File: config.mk
export PLATFORM = sky130hd
export DESIGN_NAME = hcrvq_fifo
export DESIGN_NICKNAME = d
export VERILOG_FILES = /design/src/design/hcrvq_pkg.sv /design/src/design/hcrvq_fifo.sv
export SDC_FILE = /design/constraint.sdc
export NUM_CORES = 1
export LEC_CHECK = 0
export ABC_AREA = 1
export BUFFER_PORTS_ARGS = -buffer_cell sky130_fd_sc_hd__buf_4
export CAP_MARGIN = 15
export CORE_AREA = 2 2 211 213
export DETAILED_ROUTE_END_ITERATION = 16
export DIE_AREA = 0 0 213 215
export PLACE_DENSITY = 0.74
export SLEW_MARGIN = 15
export SYNTH_ARGS = -nofsm -noshare
export SYNTH_HDL_FRONTEND = slang
export SYNTH_SLANG_ARGS = --single-unit
File: constraint.sdc
create_clock -name clk_i -period 13.35 [get_ports clk_i]
set_input_delay 0.6675 -clock clk_i [delete_from_list [all_inputs] [get_ports clk_i]]
set_output_delay 0.6675 -clock clk_i [all_outputs]
set_load 0.005 [all_outputs]
File: src/design/hcrvq_pkg.sv
// package for the two-stage hamming codebook search
// shared constants, queue item type and the chunk popcount helper
// no dependencies
`timescale 1ns / 1ps
`default_nettype none

package hcrvq_pkg;

  // codebook geometry
  localparam int CbDepthDefault = 256;
  localparam int WordW          = 64;
  localparam int VecW           = 4 * WordW;
  localparam int IdxW           = 8;

  // codebook size register
  localparam int SizeW     = 9;
  localparam int SizeReset = 1;

  // front to back queue
  localparam int QueueDepth = 2;

  // distance datapath: 8-bit chunks, summed in groups of eight
  localparam int ChunkW    = 8;
  localparam int NumChunks = VecW / ChunkW;
  localparam int GroupSize = 8;
  localparam int NumGroups = NumChunks / GroupSize;
  localparam int ChunkCntW = $clog2(ChunkW + 1);
  localparam int GroupSumW = $clog2(ChunkW * GroupSize + 1);
  localparam int DistW     = $clog2(VecW + 1);

  // distance that any real entry beats
  localparam logic [DistW-1:0] NoDistance = DistW'(32'hFFFF_FFFF);

  // classified operation carried through the queue
  typedef enum logic [1:0] {
    OP_SKIP  = 2'd0,
    OP_LOAD  = 2'd1,
    OP_QUERY = 2'd2
  } op_e;

  typedef struct packed {
    op_e              op;
    logic [IdxW-1:0]  entry_index;
    logic [VecW-1:0]  vec;
  } item_t;

  // ones count of one chunk
  function automatic logic [ChunkCntW-1:0] popcount8(input logic [ChunkW-1:0] x);
    logic [ChunkCntW-1:0] n;
    n = '0;
    for (int i = 0; i < ChunkW; i++) begin
      n = n + ChunkCntW'(x[i]);
    end
    return n;
  endfunction

endpackage

`default_nettype wire

File: src/design/hcrvq_fifo.sv
// short queue of classified items between front and back end
// depends on hcrvq_pkg
`timescale 1ns / 1ps
`default_nettype none

module hcrvq_fifo
  import hcrvq_pkg::*;
(
  input  wire logic  clk_i,
  input  wire logic  rst_ni,
  input  wire logic  push_i,
  input  wire item_t push_item_i,
  output      logic  full_o,
  output      logic  head_valid_o,
  output      item_t head_item_o,
  input  wire logic  pop_i
);

  localparam int PtrW = (QueueDepth > 1) ? $clog2(QueueDepth) : 1;
  localparam int CntW = $clog2(QueueDepth + 1);

  item_t             slot_q [QueueDepth];
  logic [PtrW-1:0]   wr_ptr_q, wr_ptr_d;
  logic [PtrW-1:0]   rd_ptr_q, rd_ptr_d;
  logic [CntW-1:0]   count_q, count_d;

  assign full_o       = count_q == CntW'(QueueDepth);
  assign head_valid_o = count_q != '0;
  assign head_item_o  = slot_q[rd_ptr_q];

  // pointer and fill count update
  always_comb begin
    wr_ptr_d = wr_ptr_q;
    rd_ptr_d = rd_ptr_q;
    count_d  = count_q;
    if (push_i) begin
      wr_ptr_d = (wr_ptr_q == PtrW'(QueueDepth - 1)) ? '0 : wr_ptr_q + 1'b1;
    end
    if (pop_i) begin
      rd_ptr_d = (rd_ptr_q == PtrW'(QueueDepth - 1)) ? '0 : rd_ptr_q + 1'b1;
    end
    if (push_i && !pop_i) begin
      count_d = count_q + 1'b1;
    end else if (pop_i && !push_i) begin
      count_d = count_q - 1'b1;
    end
  end

  always_ff @(posedge clk_i or negedge rst_ni) begin
    if (!rst_ni) begin
      wr_ptr_q <= '0;
      rd_ptr_q <= '0;
      count_q  <= '0;
    end else begin
      wr_ptr_q <= wr_ptr_d;
      rd_ptr_q <= rd_ptr_d;
      count_q  <= count_d;
    end
  end

  // item storage
  always_ff @(posedge clk_i) begin
    if (push_i) begin
      slot_q[wr_ptr_q] <= push_item_i;
    end
  end

endmodule

`default_nettype wire

== Word level (Yosys, flattened, before mapping) ==
Memory sizes are Yosys's and may differ from the RTL's.
Cells that the tools add are included.
Word-level totals
  register bits: 4
  bits in latches: 0
  bits in writable memories: 532
  bits in read-only memories: 0
  bits of input ports: 270
  output and inout port bits: 268
  logic and storage cells: 21
  memories kept: 1
Memory list
  slot_q: depth 2, width 266, rd ports 1, clocked after Yosys merged registers in 0, wr ports 1, RTL line hcrvq_fifo.sv:22  | item_t slot_q [QueueDepth];
Operators by class
  add/sub/neg operators: 4
  multipliers: 0
  div/mod/pow operators: 0
  magnitude comparators: 0
  equality and inequality tests: 1
  shifts and indexed selects: 0
  multiplexer cells: 6
  bitwise logic cells: 0
  reductions and logical operators: 6
Operators by type and width (number)
  two-way mux 1 bit: 4
  two-way mux 2 bit: 2
  nonzero test 2 bit: 2
  adder 1 bit, second input constant: 2
  adder 2 x 1 -> 2 bit, second input constant: 1
  equality test 2 bit, second input constant: 1
  logical AND 1 bit: 2
  logical NOT 1 bit: 2
  subtractor 2 x 1 -> 2 bit, second input constant: 1

== Depth between registers and ports, before layout ==
  depth after elaboration: 4
  gate-level depth with buffers: 7
  gate-level depth less buffers: 7

== Worst setup path before layout ==
Ideal clock, no wire load.
  kind: input port to flip-flop
  from: input push_i
  to: memory slot_q[0][0] in the netlist's numbering, enable pin
  library setup time: 0.906 ns
  arrival: 11.818 ns
  required time: 12.444 ns
  setup slack: 0.626 ns
  stages on the path: 2
  path buffers: 0
  cell sequence: inv_1 > nor2_1
On the way
  longest elaborated chain between the ends: 2
Ends and longest elaborated chain
  start: declaration: RTL line hcrvq_fifo.sv:11  | input wire logic push_i,
  two-way mux 1 bit: RTL line hcrvq_fifo.sv:63  | if (push_i) begin
  two-way mux 1 bit (not written as such): RTL line hcrvq_fifo.sv:64  | slot_q[wr_ptr_q] <= push_item_i;
  end: declaration: RTL line hcrvq_fifo.sv:22
Every way passes these cells.

==> flow_summary.toml <==
[outcome]
status = "finished, final reports clean"

[finish]
fin_nets = 1695
design_area_um2 = 26500
syn2layout_area_growth_pct = 30.4
drive_above_1_share_pct = 60.5
fin_cells = 2057
final_core_util_pct = 60.8

[placement]
place_area_um2 = 24900
port_buffers = 537
hpwl_mm = 29.1
gp_congestion = 0.785
place_inst = 1961

[setup_path]
reg2reg_slack_ps = 10600
crit_path_end_kind = "output port"
setup.worst_path.start_class = "register"
r2r_start = "wr_ptr_q$_DFFE_PN0P_"
required_ps = 12680
crit_arrival_ps = 3940
rr_endpoint = "slot_q[0][84]$_DFFE_PP_"
path_cells = "buf_4 > buf_4 > mux2_4 > buf_4"
cp_common_cell = "buf_4"
r2r_cells = 3
cp_num_buf_inv = 3
cpPeakStageDelay_ps = 920
slowest_stage = "buf_4"
crit_family = "buffers and inverters"
path_max_fanout = 59
crit_type = "reg -> out"

[die]
rows = 77
die_w_um = 213
initial_core_util_pct = 46.7
io_pins = 538
core_area_um2 = 43600
die-area_um2 = 45800
die_h_um = 215

[route]
route.met2.wl_mm = 21.5
met3RoutedLength_mm = 3.79
wl_met1_mm = 15.5
drtPass1Iterations = 6
viasPerCell = 4.82
routedWlPerCell_um = 20.5
ant_nets = 0
drt_iter0_drc = 539
routed_wl_mm = 42.3
route.detailed.drc = 0
vias = 9923
highest_layer = "met5"

[synth]
syn_area_um2 = 20400
avgSynthCellArea_um2 = 23.9
synth_top_area_share_pct = 78.5
syn_inst = 853
syn_nets = 1124
ys_types = 14
synth_area_leaders = "edfxtp_1 (78%), mux2_4 (17%), mux2_2 (2.0%), buf_6 (1.5%), dfrtp_1 (0.49%)"
synth_seq_cells = 536
yosys.area.top_type = "edfxtp_1"
ys_seq_area_share_pct = 79.0
yosys_warnings = 0

[sta]
period_share_pct = 34.5
rsz0062_at_grt = "no"
slew_headroom_pct = 26.7
setup_viol = 0
period_needed_ps = 4610
timing.fmax_mhz = 217
finalMaxSlewViolations = 0
worst_pin_slew_ps = 1100
finalSetupTns_ps = 0
fin_skew_ps = 13.4
hold_violations = 0

[pwr]
power_frac_clock_pct = 25.3
swShare_pct = 26.0
power_frac_seq_pct = 42.8
irDropWorstVdd_mv = 0.180
p_switching_mw = 1.43
p_total_mw = 5.49
p_per_area_nw_per_um2 = 207
p_int_mw = 4.06
p_leak_nw = 10.6
p_comb_share_pct = 32.0

[min_path]
min_from = "pop_i"
holdPathStages = 2
min_path_type = "in -> reg"
hold_path_end = "rd_ptr_q$_DFFE_PN0P_"

[clock_network]
clk_latency_ps = 570
cts_buffers = 52
clock-root-buffer = "clkbuf_16"
cts_tree = "built"
clkSlewWorstSetupHoldPaths_ps = 60
clock_path_buffers = 3
htree_levels = 2
clock_sinks = 536
ctsResizeCount = 0

[global_route]
grt_pass1_wl_mm = 61.5
overflow = 0
grt_pass1_vias = 10400
grt_usage_pct = 18.0
antenna_found_initial = 2
grt_max_degree = 149

[flow_run]
maxCapViolCount = 0
cell type report:
type                       count  area (µm²)
timing repair buffer         547        4120
fill                        3135       17100
inverter                       7        33.8
clock buffer                  61        1360
antenna                        1        2.50
clock inverter                33         262
tap                          592         741
multi-input combinational    280        3950
sequential                   536       16100
placed cells by master (no fill, tap or decap), drive strengths merged, types with 2 or more instances in the layout:
cell type,n
clkbuf,61
edfxtp,532
inv,9
nor2,2
xor2,2
clkinv,26
dfrtp,4
nand2,6
mux2,266
buf,546
bufinv,4
registers in the layout, summed over array words and instances, names as in the netlist:
name      cells
slot_q      532
count_q       2
rd_ptr_q      1
wr_ptr_q      1
what timing repair did:
action / in CTS / in global routing
hold buffers: 1 / 0
setup buffers: 0 / 0
endpoints found under the hold margin: 4 / 0
worst reg2reg max path: cells and delay by family, from the launching register on:
kind	cells	cell delay, ps
flops	1	430
simple gates	1	130
buf+inv	2	1730
kinds of logic after synthesis:
logic type                 count (synthesis)  share of synthesized area (%)
buffers and inverters                     37                           1.70
and+or+nand+nor                           10                          0.203
DFF                                      536                           79.0
muxes                                    266                           19.0
xor gates and xnor gates                   3                          0.129
adders and majority gates                  1                         0.0614
synth_stat cells (all sizes together):
cell type and number:
edfxtp 532, nand2 6, xnor2 1, dfrtp 4, ha 1, inv 7, nand4 1, nor2 2
nand3 1, buf 30, mux2 266, xor2 2
per-layer routing:
metal	global-route usage (%)	vias to the layer above
li1	-	4536
met1	20.3	4908
met2	30.8	386
met3	6.36	91
met4	7.76	2
met5	0	-
how the worst max path moves through the flow:
stage / startpoint / to / depth (start not counted)
6_report: rd_ptr_q$_DFFE_PN0P_ / head_item_o[82] / 4
5_1_grt: rd_ptr_q$_DFFE_PN0P_ / head_item_o[82] / 4
4_1_cts: rd_ptr_q$_DFFE_PN0P_ / head_item_o[82] / 4
3_5_place_dp: rd_ptr_q$_DFFE_PN0P_ / head_item_o[8] / 4
3_3_place_gp: rd_ptr_q$_DFFE_PN0P_ / head_item_o[60] / 4
2_1_floorplan: push_i / slot_q[0][0]$_DFFE_PP_ / 2
through the flow:
| stage | hold slack (ps) | setup WS [ps] |
|---|---|---|
| 6_report | 270 | 8740 |
| 5_1_grt | 242 | 8500 |
| 3_3_place_gp | 454 | 9350 |
| 2_1_floorplan | 372 | 626 |
| 4_1_cts | 227 | 8700 |
| 3_5_place_dp | 466 | 9330 |
power by group through the flow:
| stage | Combinational [mW] | Clock [mW] | Sequential (mW) |
|---|---|---|---|
| final | 1.76 | 1.39 | 2.35 |
| after global routing | 1.87 | 1.48 | 2.38 |
| after CTS | 1.79 | 1.42 | 2.35 |
| after detailed placement | 1.78 | 0 | 2.38 |
| after global placement | 1.77 | 0 | 2.37 |
| after floorplan | 1.06 | 0 | 2.44 |
Power figures use the tool's default switching activity.
